**src/rtl/hpid_pkg.sv**
```systemverilog
// Shared types and constants of the heading PID step.
// Used by hpid_csr, hpid_mul, hpid_div and heading_pid_with_angle_wrap.
package hpid_pkg;

   localparam int HALF_TURN     = 11520;
   localparam int FULL_TURN     = 23040;
   localparam int MS_PER_SECOND = 1000;

   localparam int MUL_A_W = 33;
   localparam int MUL_B_W = 17;
   localparam int MUL_P_W = MUL_A_W + MUL_B_W;

   localparam int DIV_W         = 42;
   localparam int DIV_DEN_W     = 16;
   localparam int DIV_STEP_BITS = 2;
   localparam int DIV_CYCLES    = DIV_W / DIV_STEP_BITS;
   localparam int DIV_CNT_W     = $clog2(DIV_CYCLES);

   localparam int CSR_ADDR_W = 5;
   localparam int CSR_DATA_W = 32;

   typedef enum logic [2:0] {
      REG_PROP_GAIN      = 3'd0,
      REG_INTEG_GAIN     = 3'd1,
      REG_DERIV_GAIN     = 3'd2,
      REG_INTEGRAL_LIMIT = 3'd3,
      REG_OUTPUT_LIMIT   = 3'd4
   } reg_index_type;

   typedef struct packed {
      logic [15:0] prop_gain;
      logic [15:0] integ_gain;
      logic [15:0] deriv_gain;
      logic [30:0] integral_limit;
      logic [14:0] output_limit;
   } cfg_type;

   localparam logic [30:0] INTEGRAL_LIMIT_RESET = 31'h7FFF_FFFF;
   localparam logic [14:0] OUTPUT_LIMIT_RESET   = 15'h7FFF;

   typedef struct packed {
      logic             start;
      logic             neg;
      logic [DIV_W-1:0] mag;
      logic [DIV_DEN_W-1:0] divisor;
   } div_cmd_type;

   typedef struct packed {
      logic                    busy;
      logic                    done;
      logic signed [DIV_W-1:0] quot;
   } div_stat_type;

endpackage

```
**src/rtl/heading_pid_with_angle_wrap.sv**
```systemverilog
// Heading PID step with angle wrap, clamped integral and clamped drive output.
// One request in on req_*, one drive value out on rsp_*, gains and limits on csr_*.
// Request tdata: target_angle [15:0], measured_angle [31:16], elapsed_ms [47:32].
// Response tdata: drive_value [15:0], two's complement.
// Angles are in 1/64 degree; the error is wrapped into -11520..+11520 before use.
// A request with elapsed_ms of zero goes straight to the done state, returns 0 and
// leaves the integral and the stored error alone.
// Any other request is worked by a sequencer over one shared multiplier and one
// shared two-bit-per-cycle divider: the integral term divides by 1000 and the
// derivative term by elapsed_ms. req_tready is high only while the sequencer is
// idle, so one request is in work at a time.
// The result sits in an output register; the next request is taken and worked
// while it waits, and the sequencer holds its finished value until rsp_tready.
// Reset clears the integral, the stored error and both handshakes, sets the gains
// to zero and both limits to their maximum.
module heading_pid_with_angle_wrap (
   input  logic                             clock,
   input  logic                             reset,
   input  logic                             req_tvalid,
   output logic                             req_tready,
   input  logic [47:0]                      req_tdata,   // target_angle, measured_angle, elapsed_ms
   output logic                             rsp_tvalid,
   input  logic                             rsp_tready,
   output logic [15:0]                      rsp_tdata,   // drive_value
   input  logic                             csr_psel,
   input  logic                             csr_penable,
   input  logic                             csr_pwrite,
   input  logic [hpid_pkg::CSR_ADDR_W-1:0]  csr_paddr,
   input  logic [hpid_pkg::CSR_DATA_W-1:0]  csr_pwdata,
   output logic [hpid_pkg::CSR_DATA_W-1:0]  csr_prdata,
   output logic                             csr_pready
);

   typedef enum logic [3:0] {
      S_IDLE, S_WRAP, S_MUL_EI, S_INTEG, S_MUL_I, S_LOAD_I, S_DIV_I,
      S_MUL_D, S_MUL_K, S_LOAD_D, S_DIV_D, S_DONE
   } state_type;

   localparam logic signed [16:0] HALF17 = 17'(hpid_pkg::HALF_TURN);
   localparam logic signed [16:0] FULL17 = 17'(hpid_pkg::FULL_TURN);

   hpid_pkg::cfg_type      cfg;
   hpid_pkg::div_cmd_type  div_cmd;
   hpid_pkg::div_stat_type div_stat;

   logic signed [hpid_pkg::MUL_A_W-1:0] mul_a;
   logic signed [hpid_pkg::MUL_B_W-1:0] mul_b;
   logic signed [hpid_pkg::MUL_P_W-1:0] prod;

   state_type          state_ff,    state_in;
   logic               skip_ff,     skip_in;
   logic [15:0]        ms_ff,       ms_in;
   logic signed [16:0] e_ff,        e_in;
   logic signed [31:0] isum_ff,     isum_in;
   logic signed [14:0] prev_ff,     prev_in;
   logic signed [31:0] integ_ff,    integ_in;
   logic signed [23:0] p_ff,        p_in;
   logic signed [31:0] i_ff,        i_in;
   logic signed [33:0] d_ff,        d_in;
   logic               rsp_valid_ff, rsp_valid_in;
   logic [15:0]        rsp_data_ff,  rsp_data_in;

   logic signed [33:0] sum_integ;
   logic signed [33:0] lim34;
   logic signed [41:0] num_i;
   logic signed [41:0] num_d;
   logic signed [15:0] diff;
   logic signed [35:0] total;
   logic signed [35:0] olim36;

   hpid_csr u_csr (
      .clock       (clock),
      .reset       (reset),
      .csr_psel    (csr_psel),
      .csr_penable (csr_penable),
      .csr_pwrite  (csr_pwrite),
      .csr_paddr   (csr_paddr),
      .csr_pwdata  (csr_pwdata),
      .csr_prdata  (csr_prdata),
      .csr_pready  (csr_pready),
      .cfg         (cfg)
   );

   hpid_mul u_mul (
      .clock   (clock),
      .mul_a   (mul_a),
      .mul_b   (mul_b),
      .prod_ff (prod)
   );

   hpid_div u_div (
      .clock (clock),
      .reset (reset),
      .cmd   (div_cmd),
      .stat  (div_stat)
   );

   assign sum_integ = 34'(isum_ff) + 34'($signed(prod[32:0]));
   assign lim34     = 34'(cfg.integral_limit);
   assign num_i     = prod[49:8];
   assign num_d     = prod[41:0];
   assign diff      = e_ff[15:0] - 16'(prev_ff);
   assign total     = 36'(p_ff) + 36'(i_ff) + 36'(d_ff);
   assign olim36    = 36'(cfg.output_limit);

   always_comb begin
      state_in     = state_ff;
      skip_in      = skip_ff;
      ms_in        = ms_ff;
      e_in         = e_ff;
      isum_in      = isum_ff;
      prev_in      = prev_ff;
      integ_in     = integ_ff;
      p_in         = p_ff;
      i_in         = i_ff;
      d_in         = d_ff;
      rsp_valid_in = rsp_valid_ff;
      rsp_data_in  = rsp_data_ff;
      mul_a        = '0;
      mul_b        = '0;
      div_cmd      = '0;

      if (rsp_valid_ff && rsp_tready) begin
         rsp_valid_in = 1'b0;
      end

      case (state_ff)
         S_IDLE: begin
            if (req_tvalid) begin
               ms_in    = req_tdata[47:32];
               skip_in  = (req_tdata[47:32] == 16'd0);
               e_in     = 17'($signed(req_tdata[15:0])) - 17'($signed(req_tdata[31:16]));
               state_in = (req_tdata[47:32] == 16'd0) ? S_DONE : S_WRAP;
            end
         end
         S_WRAP: begin
            if (e_ff > HALF17) begin
               e_in = e_ff - FULL17;
            end else if (e_ff < -HALF17) begin
               e_in = e_ff + FULL17;
            end else begin
               state_in = S_MUL_EI;
            end
         end
         S_MUL_EI: begin
            mul_a    = 33'(e_ff);
            mul_b    = {1'b0, ms_ff};
            state_in = S_INTEG;
         end
         S_INTEG: begin
            if (sum_integ > lim34) begin
               integ_in = lim34[31:0];
            end else if (sum_integ < -lim34) begin
               integ_in = 32'(-lim34);
            end else begin
               integ_in = sum_integ[31:0];
            end
            mul_a    = 33'(e_ff);
            mul_b    = {1'b0, cfg.prop_gain};
            state_in = S_MUL_I;
         end
         S_MUL_I: begin
            p_in     = prod[31:8];
            mul_a    = 33'(integ_ff);
            mul_b    = {1'b0, cfg.integ_gain};
            state_in = S_LOAD_I;
         end
         S_LOAD_I: begin
            div_cmd.start   = 1'b1;
            div_cmd.neg     = num_i[41];
            div_cmd.mag     = num_i[41] ? 42'(-num_i) : num_i;
            div_cmd.divisor = 16'(hpid_pkg::MS_PER_SECOND);
            state_in        = S_DIV_I;
         end
         S_DIV_I: begin
            if (div_stat.done) begin
               i_in     = div_stat.quot[31:0];
               state_in = S_MUL_D;
            end
         end
         S_MUL_D: begin
            mul_a    = 33'(diff);
            mul_b    = {1'b0, cfg.deriv_gain};
            state_in = S_MUL_K;
         end
         S_MUL_K: begin
            mul_a    = prod[32:0];
            mul_b    = 17'(hpid_pkg::MS_PER_SECOND);
            state_in = S_LOAD_D;
         end
         S_LOAD_D: begin
            div_cmd.start   = 1'b1;
            div_cmd.neg     = num_d[41];
            div_cmd.mag     = num_d[41] ? 42'(-num_d) : num_d;
            div_cmd.divisor = ms_ff;
            state_in        = S_DIV_D;
         end
         S_DIV_D: begin
            if (div_stat.done) begin
               d_in     = div_stat.quot[41:8];
               state_in = S_DONE;
            end
         end
         S_DONE: begin
            if (!rsp_valid_ff || rsp_tready) begin
               rsp_valid_in = 1'b1;
               if (skip_ff) begin
                  rsp_data_in = '0;
               end else begin
                  if (total > olim36) begin
                     rsp_data_in = olim36[15:0];
                  end else if (total < -olim36) begin
                     rsp_data_in = 16'(-olim36);
                  end else begin
                     rsp_data_in = total[15:0];
                  end
                  isum_in = integ_ff;
                  prev_in = e_ff[14:0];
               end
               state_in = S_IDLE;
            end
         end
         default: state_in = S_IDLE;
      endcase
   end

   always_ff @(posedge clock) begin
      if (reset) begin
         state_ff     <= S_IDLE;
         isum_ff      <= '0;
         prev_ff      <= '0;
         rsp_valid_ff <= 1'b0;
      end else begin
         state_ff     <= state_in;
         isum_ff      <= isum_in;
         prev_ff      <= prev_in;
         rsp_valid_ff <= rsp_valid_in;
      end
      skip_ff     <= skip_in;
      ms_ff       <= ms_in;
      e_ff        <= e_in;
      integ_ff    <= integ_in;
      p_ff        <= p_in;
      i_ff        <= i_in;
      d_ff        <= d_in;
      rsp_data_ff <= rsp_data_in;
   end

   assign req_tready = (state_ff == S_IDLE);
   assign rsp_tvalid = rsp_valid_ff;
   assign rsp_tdata  = rsp_data_ff;

   a_error_wrapped: assert property (@(posedge clock) disable iff (reset)
      (state_ff == S_MUL_EI) |-> (e_ff <= HALF17 && e_ff >= -HALF17))
      else $error("heading error not wrapped into half turn");

   a_skip_path: assert property (@(posedge clock) disable iff (reset)
      (req_tvalid && req_tready && req_tdata[47:32] == 16'd0)
      |=> (state_ff == S_DONE && skip_ff))
      else $error("zero elapsed request did not take the skip path");

   a_div_running: assert property (@(posedge clock) disable iff (reset)
      (state_ff == S_DIV_I || state_ff == S_DIV_D) |-> (div_stat.busy || div_stat.done))
      else $error("sequencer waits on an idle divider");

   a_drive_clamped: assert property (@(posedge clock) disable iff (reset)
      rsp_valid_ff |-> ($signed(rsp_data_ff) <= $signed({1'b0, cfg.output_limit})
                     && $signed(rsp_data_ff) >= -$signed({1'b0, cfg.output_limit})))
      else $error("drive value beyond output limit");

endmodule

```
**src/rtl/hpid_csr.sv**
```systemverilog
// Configuration registers of the heading PID step, APB-style write and read.
// Depends on hpid_pkg for the register index codes and the cfg_type bundle.
module hpid_csr (
   input  logic                             clock,
   input  logic                             reset,
   input  logic                             csr_psel,
   input  logic                             csr_penable,
   input  logic                             csr_pwrite,
   input  logic [hpid_pkg::CSR_ADDR_W-1:0]  csr_paddr,
   input  logic [hpid_pkg::CSR_DATA_W-1:0]  csr_pwdata,
   output logic [hpid_pkg::CSR_DATA_W-1:0]  csr_prdata,
   output logic                             csr_pready,
   output hpid_pkg::cfg_type                cfg
);

   hpid_pkg::cfg_type       cfg_ff;
   hpid_pkg::cfg_type       cfg_in;
   hpid_pkg::reg_index_type index;
   logic                    wr_en;

   assign index      = hpid_pkg::reg_index_type'(csr_paddr[4:2]);
   assign wr_en      = csr_psel & csr_penable & csr_pwrite;
   assign csr_pready = 1'b1;
   assign cfg        = cfg_ff;

   always_comb begin
      cfg_in = cfg_ff;
      if (wr_en) begin
         case (index)
            hpid_pkg::REG_PROP_GAIN:      cfg_in.prop_gain      = csr_pwdata[15:0];
            hpid_pkg::REG_INTEG_GAIN:     cfg_in.integ_gain     = csr_pwdata[15:0];
            hpid_pkg::REG_DERIV_GAIN:     cfg_in.deriv_gain     = csr_pwdata[15:0];
            hpid_pkg::REG_INTEGRAL_LIMIT: cfg_in.integral_limit = csr_pwdata[30:0];
            hpid_pkg::REG_OUTPUT_LIMIT:   cfg_in.output_limit   = csr_pwdata[14:0];
            default:                      cfg_in = cfg_ff;
         endcase
      end
   end

   always_comb begin
      case (index)
         hpid_pkg::REG_PROP_GAIN:      csr_prdata = 32'(cfg_ff.prop_gain);
         hpid_pkg::REG_INTEG_GAIN:     csr_prdata = 32'(cfg_ff.integ_gain);
         hpid_pkg::REG_DERIV_GAIN:     csr_prdata = 32'(cfg_ff.deriv_gain);
         hpid_pkg::REG_INTEGRAL_LIMIT: csr_prdata = 32'(cfg_ff.integral_limit);
         hpid_pkg::REG_OUTPUT_LIMIT:   csr_prdata = 32'(cfg_ff.output_limit);
         default:                      csr_prdata = '0;
      endcase
   end

   always_ff @(posedge clock) begin
      if (reset) begin
         cfg_ff.prop_gain      <= '0;
         cfg_ff.integ_gain     <= '0;
         cfg_ff.deriv_gain     <= '0;
         cfg_ff.integral_limit <= hpid_pkg::INTEGRAL_LIMIT_RESET;
         cfg_ff.output_limit   <= hpid_pkg::OUTPUT_LIMIT_RESET;
      end else begin
         cfg_ff <= cfg_in;
      end
   end

endmodule

```
**src/rtl/hpid_mul.sv**
```systemverilog
// Shared signed multiplier of the heading PID step, product registered.
// Depends on hpid_pkg for the operand widths.
module hpid_mul (
   input  logic                                 clock,
   input  logic signed [hpid_pkg::MUL_A_W-1:0]  mul_a,
   input  logic signed [hpid_pkg::MUL_B_W-1:0]  mul_b,
   output logic signed [hpid_pkg::MUL_P_W-1:0]  prod_ff
);

   logic signed [hpid_pkg::MUL_P_W-1:0] prod_in;

   assign prod_in = hpid_pkg::MUL_P_W'(mul_a) * hpid_pkg::MUL_P_W'(mul_b);

   always_ff @(posedge clock) begin
      prod_ff <= prod_in;
   end

endmodule

```
**src/rtl/hpid_div.sv**
```systemverilog
// Shared restoring divider, two quotient bits a cycle, quotient truncated toward zero.
// Depends on hpid_pkg for widths and the div_cmd_type / div_stat_type bundles.
module hpid_div (
   input  logic                   clock,
   input  logic                   reset,
   input  hpid_pkg::div_cmd_type  cmd,
   output hpid_pkg::div_stat_type stat
);

   logic [hpid_pkg::DIV_DEN_W-1:0] rem_ff,  rem_in;
   logic [hpid_pkg::DIV_W-1:0]     quo_ff,  quo_in;
   logic [hpid_pkg::DIV_DEN_W-1:0] den_ff,  den_in;
   logic [hpid_pkg::DIV_CNT_W-1:0] cnt_ff,  cnt_in;
   logic                           neg_ff,  neg_in;
   logic                           busy_ff, busy_in;
   logic                           done_ff, done_in;

   always_comb begin
      logic [hpid_pkg::DIV_DEN_W:0]   r_ext;
      logic [hpid_pkg::DIV_DEN_W-1:0] rem_v;
      logic [hpid_pkg::DIV_W-1:0]     quo_v;
      rem_v   = rem_ff;
      quo_v   = quo_ff;
      r_ext   = '0;
      rem_in  = rem_ff;
      quo_in  = quo_ff;
      den_in  = den_ff;
      cnt_in  = cnt_ff;
      neg_in  = neg_ff;
      busy_in = busy_ff;
      done_in = 1'b0;
      if (cmd.start) begin
         rem_in  = '0;
         quo_in  = cmd.mag;
         den_in  = cmd.divisor;
         neg_in  = cmd.neg;
         cnt_in  = hpid_pkg::DIV_CNT_W'(hpid_pkg::DIV_CYCLES - 1);
         busy_in = 1'b1;
      end else if (busy_ff) begin
         for (int k = 0; k < hpid_pkg::DIV_STEP_BITS; k++) begin
            r_ext = {rem_v, quo_v[hpid_pkg::DIV_W-1]};
            quo_v = {quo_v[hpid_pkg::DIV_W-2:0], 1'b0};
            if (r_ext >= {1'b0, den_ff}) begin
               r_ext    = r_ext - {1'b0, den_ff};
               quo_v[0] = 1'b1;
            end
            rem_v = r_ext[hpid_pkg::DIV_DEN_W-1:0];
         end
         rem_in = rem_v;
         quo_in = quo_v;
         if (cnt_ff == '0) begin
            busy_in = 1'b0;
            done_in = 1'b1;
         end else begin
            cnt_in = cnt_ff - 1'b1;
         end
      end
   end

   assign stat.busy = busy_ff;
   assign stat.done = done_ff;
   assign stat.quot = neg_ff ? -$signed(quo_ff) : $signed(quo_ff);

   always_ff @(posedge clock) begin
      if (reset) begin
         busy_ff <= 1'b0;
         done_ff <= 1'b0;
      end else begin
         busy_ff <= busy_in;
         done_ff <= done_in;
      end
      rem_ff <= rem_in;
      quo_ff <= quo_in;
      den_ff <= den_in;
      cnt_ff <= cnt_in;
      neg_ff <= neg_in;
   end

endmodule
```
**config.mk**
```make
export PLATFORM = sky130hd
export DESIGN_NAME = heading_pid_with_angle_wrap
export DESIGN_NICKNAME = d
export VERILOG_FILES = /design/src/rtl/hpid_pkg.sv /design/src/rtl/heading_pid_with_angle_wrap.sv /design/src/rtl/hpid_csr.sv /design/src/rtl/hpid_mul.sv /design/src/rtl/hpid_div.sv
export SDC_FILE = /design/constraint.sdc
export NUM_CORES = 2
export LEC_CHECK = 0
export ABC_AREA = 1
export BUFFER_PORTS_ARGS = -buffer_cell sky130_fd_sc_hd__buf_4
export CORE_ASPECT_RATIO = 1.5
export CORE_MARGIN = 1
export CORE_UTILIZATION = 50
export DETAILED_ROUTE_END_ITERATION = 7
export GPL_TIMING_DRIVEN = 0
export PLACE_DENSITY_LB_ADDON = 0.12
export SYNTH_ARGS = -nofsm -noshare
export SYNTH_HDL_FRONTEND = slang
export SYNTH_SLANG_ARGS = --single-unit
```
**constraint.sdc**
```tcl
create_clock -name clock -period 8.6 [get_ports clock]
set_input_delay 1.72 -clock clock [delete_from_list [all_inputs] [get_ports clock]]
set_output_delay 1.72 -clock clock [all_outputs]
set_load 0.005 [all_outputs]
```
==> flow_metrics.env <==
export IMPL_globalplace_congestion=1.05
export IMPL_drv_cap=0
export IMPL_insertion_delay_ns=0.67
export IMPL_synth_simple_gate_area_share_pct=21.6
export IMPL_grt_first_pass_wirelength_um=300000
export IMPL_synthAdderAreaFrac_pct=30.3
export IMPL_holdWs_ns=0.461
export IMPL_syn_to_final_growth_pct=10.5
export IMPL_num_rows=143
export IMPL_track_usage_pct=39.2
export IMPL_slew_headroom_pct=13.4
export IMPL_syn_nets=7787
export IMPL_synth_area_per_cell_um2=7.59
export IMPL_arrival_ns=9.05
export IMPL_setup_ws_ns=-0.00980
export IMPL_dieArea_um2=104000
export IMPL_crit_top_cell="fa_1"
export IMPL_start_kind="register"
export IMPL_peakVddDrop_uv=159
export IMPL_htreeDepth=2
export IMPL_dp_hpwl_um=172000
export IMPL_final_hold_viol_count=0
export IMPL_end_kind="register"
export IMPL_cts_sinks=450
export IMPL_clock_path_buffers=3
export IMPL_ys_ff_latch=450
export IMPL_synth_compound_area_share_pct=11.5
export IMPL_wirelength_um=204000
export IMPL_crit_fanout=10
export IMPL_finalCritPeriodShare_pct=100
export IMPL_power_leakage_uw=0.0273
export IMPL_yosysMostFrequentCell="nand2_1"
export IMPL_ant_nets=0
export IMPL_port_buffer_count=137
export IMPL_synth_top_family_by_area="adder cells"
export IMPL_drc=0
export IMPL_synth_xor_area_share_pct=3.54
export IMPL_fin_cells=8349
export IMPL_fin_skew_ns=0.0724
export IMPL_synth_top_area_cell="fa_1"
export IMPL_gr_total_overflow=0
export IMPL_core_area_um2=102000
export IMPL_fin_tns_setup_ns=-0.00980
export IMPL_synthCells=6776
export IMPL_tritoncts="done"
export IMPL_place_ws_ns=-0.929
export IMPL_wl_per_cell_um=24.5
export IMPL_clock_root_buffer="clkbuf_16"
export IMPL_via_per_inst=5.70
export IMPL_dp_cells=8224
export IMPL_drive_gt1_share_pct=7.78
export IMPL_slew_viol_final=0
export IMPL_grt_pass1_vias=48800
export IMPL_hold_path_class="reg -> reg"
export IMPL_period_minus_slack_ns=8.61
export IMPL_die_h_um=395
export IMPL_synth_area_leaders="fa_1 (21%), edfxtp_1 (13%), nand2_1 (9.8%), inv_1 (9.2%), ha_1 (9.1%)"
export IMPL_ios=143
export IMPL_synth_top_area_share_pct=21.2
export IMPL_fmax_mhz=116
export IMPL_synth_async_sr_flop_share_pct=0
export IMPL_postLayoutCoreUtil_pct=55.9
export IMPL_setup_violations_final=1
export IMPL_synth_distinct_cells=67
export IMPL_synth_mux_area_share_pct=0
export IMPL_drt_iter0_drc=3750
export IMPL_critPathSlowestCell="fa_1"
export IMPL_die_x_um=264
export IMPL_synthTopCellsByCount="nand2_1 (1349), inv_1 (1260), nor2_1 (836)"
export IMPL_nNetsFinal=8011
export IMPL_status="complete, but fails checks"
export IMPL_drt_pass1_iterations=8
export IMPL_clkTransAtPathRegs_ns=0.06
export IMPL_antenna_found_initial=6
export IMPL_rsz0062_at_grt="true"
export IMPL_cts_buffers_inserted=51
export IMPL_ys_flop_type="edfxtp_1"
export IMPL_initial_core_util_pct=50.6
export IMPL_grt_max_degree=43
export IMPL_synth_edf_count=231
export IMPL_path_class="reg -> reg"
export IMPL_ys_warnings_count=0
export IMPL_required_ns=9.04
export IMPL_power_density_nw_per_um2=229
export IMPL_seq_area_frac_synth_pct=22.0
export IMPL_slowest_delay_ns=0.60
export IMPL_synth_area_um2=51400
export IMPL_tightest_slew_ns=1.29
export IMPL_violations="negative setup slack"
export IMPL_routed_via_count=47600
==> per-stage QoR <==
step	power, uW	instance area [um^2]
detailed placement	10200	54200
finish	13000	56800
floorplan	7440	51400
global route	13800	56800
CTS	12700	56400
global placement	10100	54100
==> where the power goes <==
group	total, uW	internal [uW]	leakage, uW	switching [uW]
Clock	2410	1380	0.000880	1030
Combinational	7670	2340	0.0225	5330
Sequential	2930	2580	0.00388	351
Total	13000	6310	0.0273	6710
==> per-layer routing <==
metal	routed length, um	part of all wire, %	track usage (%)
met5	12	0.0059	0
met2	102000	50	70.4
met3	11200	5.5	5.19
met1	69000	34	39.3
met4	21700	11	35.4
==> worst max-delay path: cells and delay by family, from the launching register on <==
kind / cells / cell delay (ns)
adder cells (fa/ha/maj): 7 / 3.72
AND/OR/NAND/NOR: 14 / 1.88
buffers and inverters: 6 / 1.25
AO/OA/AOI/OAI: 3 / 0.71
flip-flops: 1 / 0.41
XOR/XNOR: 1 / 0.40
==> cells in the final DEF (no fill, tap or decap), drive strengths merged, types with 5 or more instances in the layout <==
cell type,n
nand4,48
nor2,846
nor4,43
fa,544
xnor2,57
o221ai,18
nand3,249
and2,7
edfxtp,231
a31oi,21
o21ai,372
nand3b,16
bufinv,9
dfxtp,219
a221oi,41
o211ai,67
ha,375
o21bai,22
or2,15
o21a,18
nor3,93
o31ai,9
clkinvlp,9
o22ai,28
inv,1264
clkinv,36
xor2,149
a21o,11
a21boi,12
a21oi,371
buf,223
o2111ai,9
clkbuf,206
a211oi,5
nand2,1378
==> kinds of logic (layout without fill, tap and decap cells) <==
group                      Yosys count  in the layout
and+or+nand+nor                   2700           2701
buffers and inverters             1481           1747
AOI/OAI and AO/OA                 1018           1018
other                                2              3
xor gates and xnor gates           206            206
DFF                                450            450
adders and majority gates          919            919
==> layout make-up <==
class,count,area (um^2)
Antenna cell,1,2.50
Fill cell,10000,44800
Inverter,1278,4830
Clock buffer,56,1310
Tap cell,1305,1630
Timing Repair Buffer,172,1340
Clock inverter,40,505
Sequential cell,450,11300
Buffer,201,975
Multi-Input combinational cell,4846,34900
==> state kept, by name (all words and copies together), names as in the netlist, 4 cells and up <==
signal	count
u_csr.cfg	94
u_mul.prod_ff	50
u_div.quo_ff	42
d_ff	34
i_ff	32
integ_ff	32
isum_ff	32
p_ff	24
e_ff	17
ms_ff	16
rsp_tdata	16
u_div.den_ff	16
u_div.rem_ff	16
prev_ff	15
u_div.cnt_ff	5
state_ff	4
==> final timing paths <==
| path | depth (start not counted) | slack, ns | endpoint | startpoint |
|---|---|---|---|---|
| hold / removal | 2 | 0.46 | u_div.cnt_ff[4] | u_div.cnt_ff[4] |
| setup / recovery | 31 | -0.01 | u_mul.prod_ff[44] | state_ff[3] |
| hold reg to reg | 2 | 0.46 | u_div.cnt_ff[4] | u_div.cnt_ff[4] |
| setup reg to reg | 31 | -0.01 | u_mul.prod_ff[44] | state_ff[3] |
==> repair_timing <==
action,4_1_cts,5_1_grt
hold buffers,0,0
cloned,1,0
pin swaps,6,10
buffers inserted,7,22
resized for setup,87,108
setup endpoints to repair,27,20
Note: power is estimated with default switching activity, not from simulation.
